## src/rtl/core/lps_pkg.sv

```systemverilog
package lps_pkg;

  localparam int unsigned LAYER_W = 11;
  localparam int unsigned WORD_W  = 32;
  localparam int unsigned COEF_W  = 17;
  localparam int unsigned SUM_W   = 50;
  localparam int unsigned TRUNC_W = 34;
  localparam int unsigned MUL_A_W = 34;
  localparam int unsigned MUL_B_W = 17;
  localparam int unsigned PROD_W  = 51;
  localparam int unsigned RES_W   = 52;
  localparam int unsigned FRAC_W  = 16;
  localparam int unsigned CFG_IDX_W = 2;

  localparam logic [COEF_W-1:0] COEF_ONE = 17'h10000;

  localparam logic OP_LOAD = 1'b0;
  localparam logic OP_EVAL = 1'b1;

  localparam logic [CFG_IDX_W-1:0] CFG_LAYER_COUNT = 2'd0;
  localparam logic [CFG_IDX_W-1:0] CFG_LOWER_GHOST = 2'd1;
  localparam logic [CFG_IDX_W-1:0] CFG_UPPER_GHOST = 2'd2;

  typedef struct packed {
    logic              operation;
    logic [LAYER_W-1:0] layer;
    logic [WORD_W-1:0]  prev_weight;
    logic [WORD_W-1:0]  free_weight;
    logic [COEF_W-1:0]  coef_below;
    logic [COEF_W-1:0]  coef_same;
    logic [COEF_W-1:0]  coef_above;
  } in_item_t;

  typedef struct packed {
    logic [WORD_W-1:0] new_weight;
    logic              saturated;
  } out_item_t;

  typedef enum logic [3:0] {
    ST_IDLE,
    ST_RD_B,
    ST_RD_S,
    ST_RD_A,
    ST_ACC_A,
    ST_ACC_END,
    ST_MUL_L,
    ST_MUL_H,
    ST_FIN
  } state_t;

  typedef enum logic [1:0] {
    RD_BELOW,
    RD_SAME,
    RD_ABOVE
  } rd_sel_t;

  typedef enum logic {
    MA_STORE,
    MA_TRUNC
  } mul_a_sel_t;

  typedef enum logic [2:0] {
    MB_CB,
    MB_CS,
    MB_CA,
    MB_GL,
    MB_GH
  } mul_b_sel_t;

  typedef enum logic [1:0] {
    ACC_HOLD,
    ACC_LOAD,
    ACC_ADD,
    ACC_FRAC
  } acc_op_t;

  typedef struct packed {
    logic       capture;
    logic       store_wr;
    logic       rd_en;
    rd_sel_t    rd_sel;
    mul_a_sel_t mul_a_sel;
    mul_b_sel_t mul_b_sel;
    acc_op_t    acc_op;
    logic       out_load;
  } ctrl_cmd_t;

  typedef struct packed {
    logic eval_ok;
  } dp_status_t;

endpackage

```

## src/rtl/core/lps_ctrl.sv

```systemverilog
module lps_ctrl (
  input  logic                  clk,
  input  logic                  rst_n,
  input  logic                  start,
  input  logic                  in_op,
  input  lps_pkg::dp_status_t   status,
  output lps_pkg::ctrl_cmd_t    cmd,
  output logic                  busy,
  output logic                  out_valid
);

  lps_pkg::state_t state_r, state_nxt;
  logic            out_valid_r, out_valid_nxt;
  logic            accept;

  assign busy      = (state_r != lps_pkg::ST_IDLE);
  assign accept    = start && !busy;
  assign out_valid = out_valid_r;

  always_ff @(posedge clk) begin
    if (!rst_n) begin
      state_r     <= lps_pkg::ST_IDLE;
      out_valid_r <= 1'b0;
    end else begin
      state_r     <= state_nxt;
      out_valid_r <= out_valid_nxt;
    end
  end

  always_comb begin
    state_nxt     = state_r;
    out_valid_nxt = 1'b0;
    cmd.capture   = 1'b0;
    cmd.store_wr  = 1'b0;
    cmd.rd_en     = 1'b0;
    cmd.rd_sel    = lps_pkg::RD_SAME;
    cmd.mul_a_sel = lps_pkg::MA_STORE;
    cmd.mul_b_sel = lps_pkg::MB_CS;
    cmd.acc_op    = lps_pkg::ACC_HOLD;
    cmd.out_load  = 1'b0;
    case (state_r)
      lps_pkg::ST_IDLE: begin
        cmd.capture  = accept;
        cmd.store_wr = accept && (in_op == lps_pkg::OP_LOAD);
        if (accept && (in_op == lps_pkg::OP_EVAL) && status.eval_ok) begin
          state_nxt = lps_pkg::ST_RD_B;
        end
      end
      lps_pkg::ST_RD_B: begin
        cmd.rd_en  = 1'b1;
        cmd.rd_sel = lps_pkg::RD_BELOW;
        state_nxt  = lps_pkg::ST_RD_S;
      end
      lps_pkg::ST_RD_S: begin
        cmd.rd_en     = 1'b1;
        cmd.rd_sel    = lps_pkg::RD_SAME;
        cmd.mul_b_sel = lps_pkg::MB_CB;
        state_nxt     = lps_pkg::ST_RD_A;
      end
      lps_pkg::ST_RD_A: begin
        cmd.rd_en     = 1'b1;
        cmd.rd_sel    = lps_pkg::RD_ABOVE;
        cmd.mul_b_sel = lps_pkg::MB_CS;
        cmd.acc_op    = lps_pkg::ACC_LOAD;
        state_nxt     = lps_pkg::ST_ACC_A;
      end
      lps_pkg::ST_ACC_A: begin
        cmd.mul_b_sel = lps_pkg::MB_CA;
        cmd.acc_op    = lps_pkg::ACC_ADD;
        state_nxt     = lps_pkg::ST_ACC_END;
      end
      lps_pkg::ST_ACC_END: begin
        cmd.acc_op = lps_pkg::ACC_ADD;
        state_nxt  = lps_pkg::ST_MUL_L;
      end
      lps_pkg::ST_MUL_L: begin
        cmd.mul_a_sel = lps_pkg::MA_TRUNC;
        cmd.mul_b_sel = lps_pkg::MB_GL;
        state_nxt     = lps_pkg::ST_MUL_H;
      end
      lps_pkg::ST_MUL_H: begin
        cmd.mul_a_sel = lps_pkg::MA_TRUNC;
        cmd.mul_b_sel = lps_pkg::MB_GH;
        cmd.acc_op    = lps_pkg::ACC_FRAC;
        state_nxt     = lps_pkg::ST_FIN;
      end
      lps_pkg::ST_FIN: begin
        cmd.out_load  = 1'b1;
        out_valid_nxt = 1'b1;
        state_nxt     = lps_pkg::ST_IDLE;
      end
      default: begin
        state_nxt = lps_pkg::ST_IDLE;
      end
    endcase
  end

endmodule

```

## config.mk

```make
export PLATFORM = sky130hd
export DESIGN_NAME = lps_ctrl
export DESIGN_NICKNAME = d
export VERILOG_FILES = /design/src/rtl/core/lps_pkg.sv /design/src/rtl/core/lps_ctrl.sv
export SDC_FILE = /design/constraint.sdc
export NUM_CORES = 1
export LEC_CHECK = 0
export BUFFER_PORTS_ARGS = -buffer_cell sky130_fd_sc_hd__buf_2
export CORE_AREA = 2 2 39 41
export DETAILED_ROUTE_END_ITERATION = 12
export DIE_AREA = 0 0 41 43
export GPL_TIMING_DRIVEN = 1
export HOLD_SLACK_MARGIN = 0.08
export SETUP_SLACK_MARGIN = 0.3
export SLEW_MARGIN = 20
export SYNTH_ARGS = -nofsm -noshare
export SYNTH_HDL_FRONTEND = slang
export SYNTH_SLANG_ARGS = --single-unit
export TNS_END_PERCENT = 1
```

## constraint.sdc

```tcl
create_clock -name clk -period 1.8 [get_ports clk]
set_input_delay 0.54 -clock clk [delete_from_list [all_inputs] [get_ports clk]]
set_output_delay 0.54 -clock clk [all_outputs]
set_load 0.05 [all_outputs]
```

### Word level (Yosys, flattened, before mapping)

Cells that the tools add are included.

* register bits: 5
* input bits: 5
* output and inout port bits: 14
* word-level logic and storage cells: 29

* eq/ne operators: 9
* mux-type cells: 8
* bitwise gates (word level): 1
* reduce and logical (&&, ||, !) cells: 9

Operators by type and width (number)
* one-hot mux 4 bit (8 select lines): 1
* == test 4 x 3 -> 1 bit, second input constant: 4
* one-hot mux 3 bit (4 select lines): 1
* one-hot mux 3 bit (3 select lines): 1
* == test 4 x 2 -> 1 bit, second input constant: 2
* one-hot mux 2 bit (3 select lines): 1
* == test 4 x 1 -> 1 bit, second input constant: 1
* == test 4 bit, second input constant: 1
* logical AND 1 bit: 4
* zero test 4 bit: 1
* two-way mux 4 bit: 1
* nonzero test 4 bit: 1
* OR reduction 2 bit: 2
* two-way mux 1 bit: 2
* two-way mux 2 bit: 1
* inequality test 2 bit, second input constant: 1
* zero test 1 bit: 1
* NOT 1 bit: 1

### Longest topological paths before layout

Gate-level depths: netlist of run 1.

* depth after elaboration: 7
* depth in mapped cells: 3
* depth with buffers taken out: 2

### Least setup slack after synthesis of run 1

OpenSTA, ideal clock, no wires.

* path type: register to output
* start: reg state_r[0]
* end: out cmd[10] in the netlist's numbering
* data arrival time: 2138 ps
* required time: 1260 ps
* path slack: -878 ps
* stages on the path, launching flop included: 4
* buffers on the path: 1
* path through: dfxtp_1 > buf_6 > or4_4 > nor3_1

RTL lines
* from (decl): RTL line lps_ctrl.sv:12 `lps_pkg::state_t state_r, state_nxt;`
* from (signal assigned): RTL line lps_ctrl.sv:22 `state_r <= lps_pkg::ST_IDLE;`
* from (signal assigned): RTL line lps_ctrl.sv:25 `state_r <= state_nxt;`
* to (decl): RTL line lps_ctrl.sv:7 `output lps_pkg::ctrl_cmd_t cmd,`

==> results of run 1 <==
==> power by group through the flow <==
stage               sequential [mW]  combinational [mW]  clock, mW
floorplan                     0.135               0.361          0
global placement              0.136               0.428          0
detailed placement            0.136               0.431          0
CTS                           0.138               0.477      0.138
global route                  0.141               0.527      0.148
finish                        0.139               0.500      0.133
==> cells in the final DEF, fill, tap and decap left out, types with 2 or more instances in the layout <==
cell type / instances
buf_6: 11
buf_2: 6
clkbuf_4: 5
and2_1: 4
dfxtp_1: 4
buf_4: 3
nor2b_2: 2
nor2_1: 2
and3_1: 2
==> per-layer routing <==
layer	GRT usage (%)	up-vias	part of all wire [%]	wire length [um]
li1	-	168	-	-
met1	12.3	165	39	318
met2	17.2	17	53	435
met3	6.28	0	8.4	69
met4	4.00	0	0	0
met5	0	-	0	0
==> kinds of logic (layout without fill, tap and decap cells) <==
family / count (synthesis) / after routing / share of synthesized area, %
DFF: 5 / 5 / 32.1
xor gates and xnor gates: 1 / 1 / 2.81
buffers and inverters: 4 / 27 / 9.64
and+or+nand+nor: 21 / 21 / 42.6
AOI/OAI and AO/OA: 5 / 5 / 12.9
==> repair_timing <==
| action | in CTS | in global routing |
|---|---|---|
| pin swaps | 1 | 1 |
| hold buffers | 0 | 0 |
| setup endpoints to repair | 13 | 13 |
| resized for setup | 21 | 9 |
==> cell type report <==
class	instances	area, um^2
fillers	142	811
multi-input cells	27	230
repair buffers	22	191
flip-flops and latches	5	101
clock buffers	4	26.3
well taps	16	20.0
inverters	1	3.75
==> worst min-delay path by stage <==
stage	from	end	slack, ns	cells past startpoint
3_3_place_gp	state_r[0]$_SDFFE_PN0P_	state_r[2]$_SDFFE_PN0P_	0.64	3
6_report	rst_n	out_valid$_SDFF_PN0_	0.55	2
2_1_floorplan	state_r[2]$_SDFFE_PN0P_	state_r[3]$_SDFFE_PN0P_	0.55	1
3_5_place_dp	state_r[1]$_SDFFE_PN0P_	state_r[2]$_SDFFE_PN0P_	0.64	3
4_1_cts	rst_n	out_valid$_SDFF_PN0_	0.55	2
5_1_grt	rst_n	out_valid$_SDFF_PN0_	0.56	2
==> per-stage QoR <==
step / setup slack (ns) / hold slack [ns]
4_1_cts: -0.196 / 0.554
3_5_place_dp: -0.00733 / 0.637
2_1_floorplan: -0.255 / 0.546
3_3_place_gp: 0.00669 / 0.640
5_1_grt: -0.234 / 0.556
6_report: -0.195 / 0.551
==> flip-flops by register name, indices dropped and copies added (netlist names) <==
| name | cells |
|---|---|
| out_valid | 1 |
| state_r | 4 |
==> impl_metrics.ini, run 1 <==
[floorplanning]
die_w_um = 41
initial_core_util_pct = 22.5
core_um2 = 1380
num_rows = 14
dieArea_um2 = 1760
die_h_um = 43
io_pins = 19

[pwr]
combinationalPowerShare_pct = 64.7
internal-power_mw = 0.389
power_mw = 0.773
clock_power_share_pct = 17.3
leakage_nw = 0.272
power.density_nw_per_um2 = 1350
switching_power_mw = 0.384
switching_share_pct = 49.7
p_seq_share_pct = 18.0
peakVddDrop_uv = 649

[global_route]
grt_usage_pct = 11.2
grt_max_degree = 10
antenna_found_initial = 0
grt_pass1_vias = 314
grt_pass1_wl_um = 1280
gr-total-overflow = 0

[synthesis]
ys_types = 22
synth-seq-cells = 5
synth_top_area_cell = dfxtp_1
yosysTopAreaCellShare_pct = 32.1
syn_avg_cell_area_um2 = 8.65
ys_seq_area_share_pct = 32.1
synthTopCellsByCount = dfxtp_1 (5), and2_1 (4), nor2_1 (4), nor2b_1 (3)
syn-cell-area_um2 = 312
synth_ff_type = dfxtp_1
synth-async-reset-ratio_pct = 0
synth-edff-count = 0
yosys-top-cells-area = dfxtp_1 (32%), and2_1 (8.0%), nor2b_1 (6.0%)
yosysWarnings = 0
synth_nets = 41
syn_inst = 36
synth_most_common_cell = dfxtp_1

[place]
dpl_cell_area_um2 = 447
gp_congestion = 0.799
io_buffers = 18
place_hpwl_um = 582
placedCellCount = 71

[worst_setup_path]
crit_family = simple AND/OR/NAND/NOR gates
endpoint_kind = output pin
ff2ff_path_depth = 2
r2r_slack_ns = 0.55
slowest_stage = or4_4
crit_path_start = state_r[2]$_SDFFE_PN0P_
worstSetupPathType = flop to output pin
cp.depth = 3
cp-start-kind = flop
cp.arrival_ns = 1.45
r2r-end = state_r[0]$_SDFFE_PN0P_
critPathBufInv = 1
reg2reg_from = state_r[2]$_SDFFE_PN0P_
critical-path-max-stage-delay_ns = 0.59
worstPathMaxFanout = 4
endpoint = cmd[10]
path_cells = or4_4, nor3_4, buf_6
required_ns = 1.26

[drt]
first_pass_iters = 1
routed_wl_um = 823
via_per_inst = 4.67
ant_nets = 0
avgRoutedWirePerCell_um = 11.0
drc = 0
vias = 350
first_iter_violations = 0

[cells_and_area]
drive_above_1_share_pct = 62.7
syn2layout_area_growth_pct = 83.9
postLayoutCoreUtil_pct = 41.4
layout.cells.non_filler = 75
final_cell_area_um2 = 573
n_antenna_cell = 0
fin_nets = 65

[timing]
hold_viol_final = 0
fmax_ghz = 0.501
rsz0062_at_grt = yes
fin_crit_ns = 1.99
post-route-period-util_pct = 111
worst_slew_pin_slew_ns = 0.251
fin_tns_setup_ns = -0.578
worst_slack_ns = -0.195
skew_ns = 0.00358
setup_viol = 6
slew_headroom_pct = 83.4
slew_viol_final = 0

[clocking]
cts_root_buffer = clkbuf_4
clk-insertion-delay-late_ns = 0.24
htreeDepth = 1
cts_buffers = 3
clkTransAtPathRegs_ns = 0.05
clockBufferDepth = 2
post_cts_buffers = 0
cts_tree = built
cts.sinks = 5

[run_status]
status = finished with violations
violations = setup timing

[worst_hold_path]
hp-class = input pin to flop

[run]
drv_cap = 0
Power figures use the tool's default switching activity.
==> run 2: changes to the inputs <==
Settings changed: CTS_BUF_LIST set to sky130_fd_sc_hd__clkbuf_2.
==> impl_metrics.ini, run 2 (synthesis gave the netlist of run 1 again) <==
[cells_and_area]
syn2layout_area_growth_pct = 83.9
n_antenna_cell = 0
nFillCells = 136
multi_input_area_um2 = 233
final_cell_mix = buf_6 (12), buf_2 (6), and2_1 (4), clkbuf_2 (4), dfxtp_1 (4)
top_register = state_r
drive_above_1_share_pct = 64.4
largest_reg_flops = 4
final_common_cell = buf_6
regArea_um2 = 101
postLayoutCoreUtil_pct = 41.4
layout.cells.non_filler = 75
fin_nets = 65

[drt]
routed_wl_um = 811
first_pass_iters = 2
vias = 346
via_per_inst = 4.61
avgRoutedWirePerCell_um = 10.8
drc = 0
first_iter_violations = 1
ant_nets = 0

[timing]
skew_ns = 0.00386
worst_slew_pin_slew_ns = 0.244
hold_viol_final = 0
slew_viol_final = 0
fmax_ghz = 0.506
fin_crit_ns = 1.98
post-route-period-util_pct = 110
setup_viol = 5
hold_ws_ns = 0.569
worst_slack_ns = -0.178
slew_headroom_pct = 83.6
rsz0062_at_grt = yes

[clocking]
cts.sinks = 5
cts_root_buffer = clkbuf_2
post_cts_buffers = 0
clockBufferDepth = 2
htreeDepth = 1
clk-insertion-delay-late_ns = 0.22
clkTransAtPathRegs_ns = 0.07
cts_tree = built
cts_buffers = 3
ctsHoldBuffers = 0

[worst_hold_path]
hp-class = input pin to flop

[floorplanning]
dieArea_um2 = 1760
die_w_um = 41
die_h_um = 43
num_rows = 14
initial_core_util_pct = 22.5
core_um2 = 1380
io_pins = 19

[global_route]
grt_pass1_vias = 318
antenna_found_initial = 0
grt_usage_pct = 11.1
grt_pass1_wl_um = 1290
grt_max_degree = 10
gr-total-overflow = 0

[place]
io_buffers = 18
placedCellCount = 71
preCtsSetupSlack_ns = -0.00733
place_hpwl_um = 582
gp_congestion = 0.799

[run]
drv_cap = 0

[run_status]
violations = setup timing
status = finished with violations

[pwr]
leakage_nw = 0.276
peakVddDrop_uv = 637
power.density_nw_per_um2 = 1330
power_mw = 0.760

[worst_setup_path]
critPathBufInv = 1
r2r_slack_ns = 0.56
path_cells = or4_4, nor3_4, buf_6
required_ns = 1.26
endpoint_kind = output pin
slowest_stage = or4_4
critical-path-max-stage-delay_ns = 0.58
worstSetupPathType = flop to output pin
cp.arrival_ns = 1.44
crit_family = simple AND/OR/NAND/NOR gates
cp-start-kind = flop
worstPathMaxFanout = 4
==> run 2: worst register-to-register path, stage by stage (launching register included) <==
cell,delay (ns)
dfxtp_1,0.31
or4_4,0.58
o211a_1,0.24
==> run 2: layer usage <==
layer,part of all wire [%],vias to the layer above,GRT usage [%]
met4,0,0,2.00
met3,8.9,0,6.28
met1,37,161,12.3
met5,0,-,0
li1,-,168,-
met2,54,17,17.8
==> run 2: power by group <==
| part | internal [mW] | switching, mW | leakage [nW] |
|---|---|---|---|
| logic | 0.185 | 0.326 | 0.218 |
| registers | 0.127 | 0.0109 | 0.0410 |
| clock network | 0.0590 | 0.0516 | 0.0166 |
| total | 0.371 | 0.389 | 0.276 |
==> run 2: repair_timing <==
action	in CTS	in global routing
endpoints found under the setup margin	13	13
pin swaps	1	0
resized for setup	24	7
hold endpoints to repair	0	0
==> run 2: path summary, 6_finish.rpt <==
check,from,end,depth (start not counted)
setup reg to reg,state_r[3]$_SDFFE_PN0P_,state_r[0]$_SDFFE_PN0P_,2
hold / removal,rst_n,out_valid$_SDFF_PN0_,2
hold reg to reg,state_r[1]$_SDFFE_PN0P_,state_r[2]$_SDFFE_PN0P_,3
setup / recovery,state_r[3]$_SDFFE_PN0P_,cmd[10],3
==> run 2: layout make-up <==
type / instances / share of cell area (%)
multi-input cells: 27 / 40.6
clock buffers: 4 / 3.49
well taps: 16 / 3.49
flip-flops and latches: 5 / 17.7
inverters: 1 / 0.655
repair buffers: 22 / 34.1
==> run 2: through the flow <==
stage | setup TNS, ns | cell area (um^2)
after global routing | -0.898 | 573
after global placement | 0 | 447
after CTS | -0.459 | 541
final | -0.425 | 573
after detailed placement | -0.00733 | 447
after floorplan | -0.727 | 333
==> run 3: changes to the inputs <==
==> constraint.sdc (replaced) <==
create_clock -name clk -period 1.8 [get_ports clk]
set_input_delay 0.09 -clock clk [delete_from_list [all_inputs] [get_ports clk]]
set_output_delay 0.09 -clock clk [all_outputs]
set_load 0.05 [all_outputs]
==> impl_metrics.ini, run 3 (synthesis gave the netlist of run 1 again) <==
[cells_and_area]
drive_above_1_share_pct = 54.5
n_antenna_cell = 0
top_register = state_r
layout.cells.non_filler = 71
final_cell_area_um2 = 444
postLayoutCoreUtil_pct = 32.1
largest_reg_flops = 4
syn2layout_area_growth_pct = 42.6
final_cell_mix = buf_2 (16), and2_1 (4), clkbuf_2 (4), dfxtp_1 (4), nor2_1 (3)
final_common_cell = buf_2
fin_nets = 61

[timing]
hold_viol_final = 0
setup_viol = 0
post-route-period-util_pct = 87.8
worst_slew_pin_slew_ns = 0.326
fin_crit_ns = 1.58
rsz0062_at_grt = yes
fin_tns_setup_ns = 0
slew_viol_final = 0
fmax_ghz = 0.632
slew_headroom_pct = 78.0
skew_ns = 0.00292

[drt]
avgRoutedWirePerCell_um = 9.44
ant_nets = 0
first_iter_violations = 0
first_pass_iters = 1
via_per_inst = 4.39
drc = 0
routed_wl_um = 670
vias = 312

[pwr]
peakVddDrop_uv = 712
power.density_nw_per_um2 = 1460
leakage_nw = 0.237

[place]
io_buffers = 18
gp_congestion = 0.705
placedCellCount = 67
dpl_cell_area_um2 = 412

[global_route]
antenna_found_initial = 0
grt_max_degree = 11
gr-total-overflow = 0
grt_pass1_wl_um = 1060
grt_pass1_vias = 262
grt_usage_pct = 9.48

[worst_setup_path]
required_ns = 1.71
slowest_stage = or4_4
critical-path-max-stage-delay_ns = 0.58
path_cells = or4_4, nor3_4, buf_6
worstPathMaxFanout = 10
worstSetupPathType = flop to output pin
endpoint_kind = output pin
r2r_slack_ns = 0.51
cp-start-kind = flop
ff2ff_path_depth = 2
cp.arrival_ns = 1.49

[clocking]
cts_buffers = 3
clk-insertion-delay-late_ns = 0.21
cts.sinks = 5
cts_root_buffer = clkbuf_2
clkTransAtPathRegs_ns = 0.06
clockBufferDepth = 2
post_cts_buffers = 0
cts_tree = built
htreeDepth = 1

[floorplanning]
core_um2 = 1380
num_rows = 14
initial_core_util_pct = 22.5
io_pins = 19
dieArea_um2 = 1760
die_w_um = 41
die_h_um = 43

[worst_hold_path]
holdPathStages = 2
hp-class = input pin to flop

[run_status]
status = finished clean

[run]
drv_cap = 0
[run 3: cell count changes in the layout (fill, tap and decap cells not counted), sizes merged]
cell    delta
buf        -3
clkbuf     -1
[run 3: timing repair]
action                     CTS  global route
hold buffers                 0             0
pin swaps                    0             1
setup endpoints to repair    4             8
gates resized for setup      4             1
[run 3: path summary, 6_finish.rpt]
| path | startpoint | end |
|---|---|---|
| setup / recovery | state_r[0]$_SDFFE_PN0P_ | cmd[10] |
| hold / removal | rst_n | out_valid$_SDFF_PN0_ |
| setup reg to reg | state_r[0]$_SDFFE_PN0P_ | state_r[0]$_SDFFE_PN0P_ |
| hold reg to reg | state_r[0]$_SDFFE_PN0P_ | state_r[2]$_SDFFE_PN0P_ |
[run 3: cell type report]
type | count | area (um^2)
inverter | 1 | 3.75
fill | 156 | 940
sequential | 5 | 104
clock buffer | 4 | 20.0
tap | 16 | 20.0
timing repair buffer | 18 | 98.8
multi-input combinational | 27 | 198
[run 3: worst max-delay path, delay by kind of cell, from the launching register on]
kind | cells | cell delay [ns]
simple gates | 2 | 0.72
flops | 1 | 0.37
buf+inv | 1 | 0.18
[run 3: report_power, final]
group	total, mW	internal (mW)	switching [mW]
combinational	0.381	0.112	0.269
clock	0.103	0.0588	0.0442
sequential	0.165	0.130	0.0358
total	0.650	0.301	0.349
[run 3: metrics by stage]
step	setup WS (ns)	hold WS, ns	total power [mW]
floorplan	0.189	0.212	0.489
global route	0.147	0.118	0.687
detailed placement	0.347	0.355	0.536
global placement	0.370	0.351	0.535
CTS	0.207	0.119	0.655
finish	0.219	0.126	0.650
[run 3: metal layers]
layer,track usage (%),routed length (um)
met1,11.1,318
met2,12.2,301
met3,7.85,49
met4,4.00,0
met5,0,0
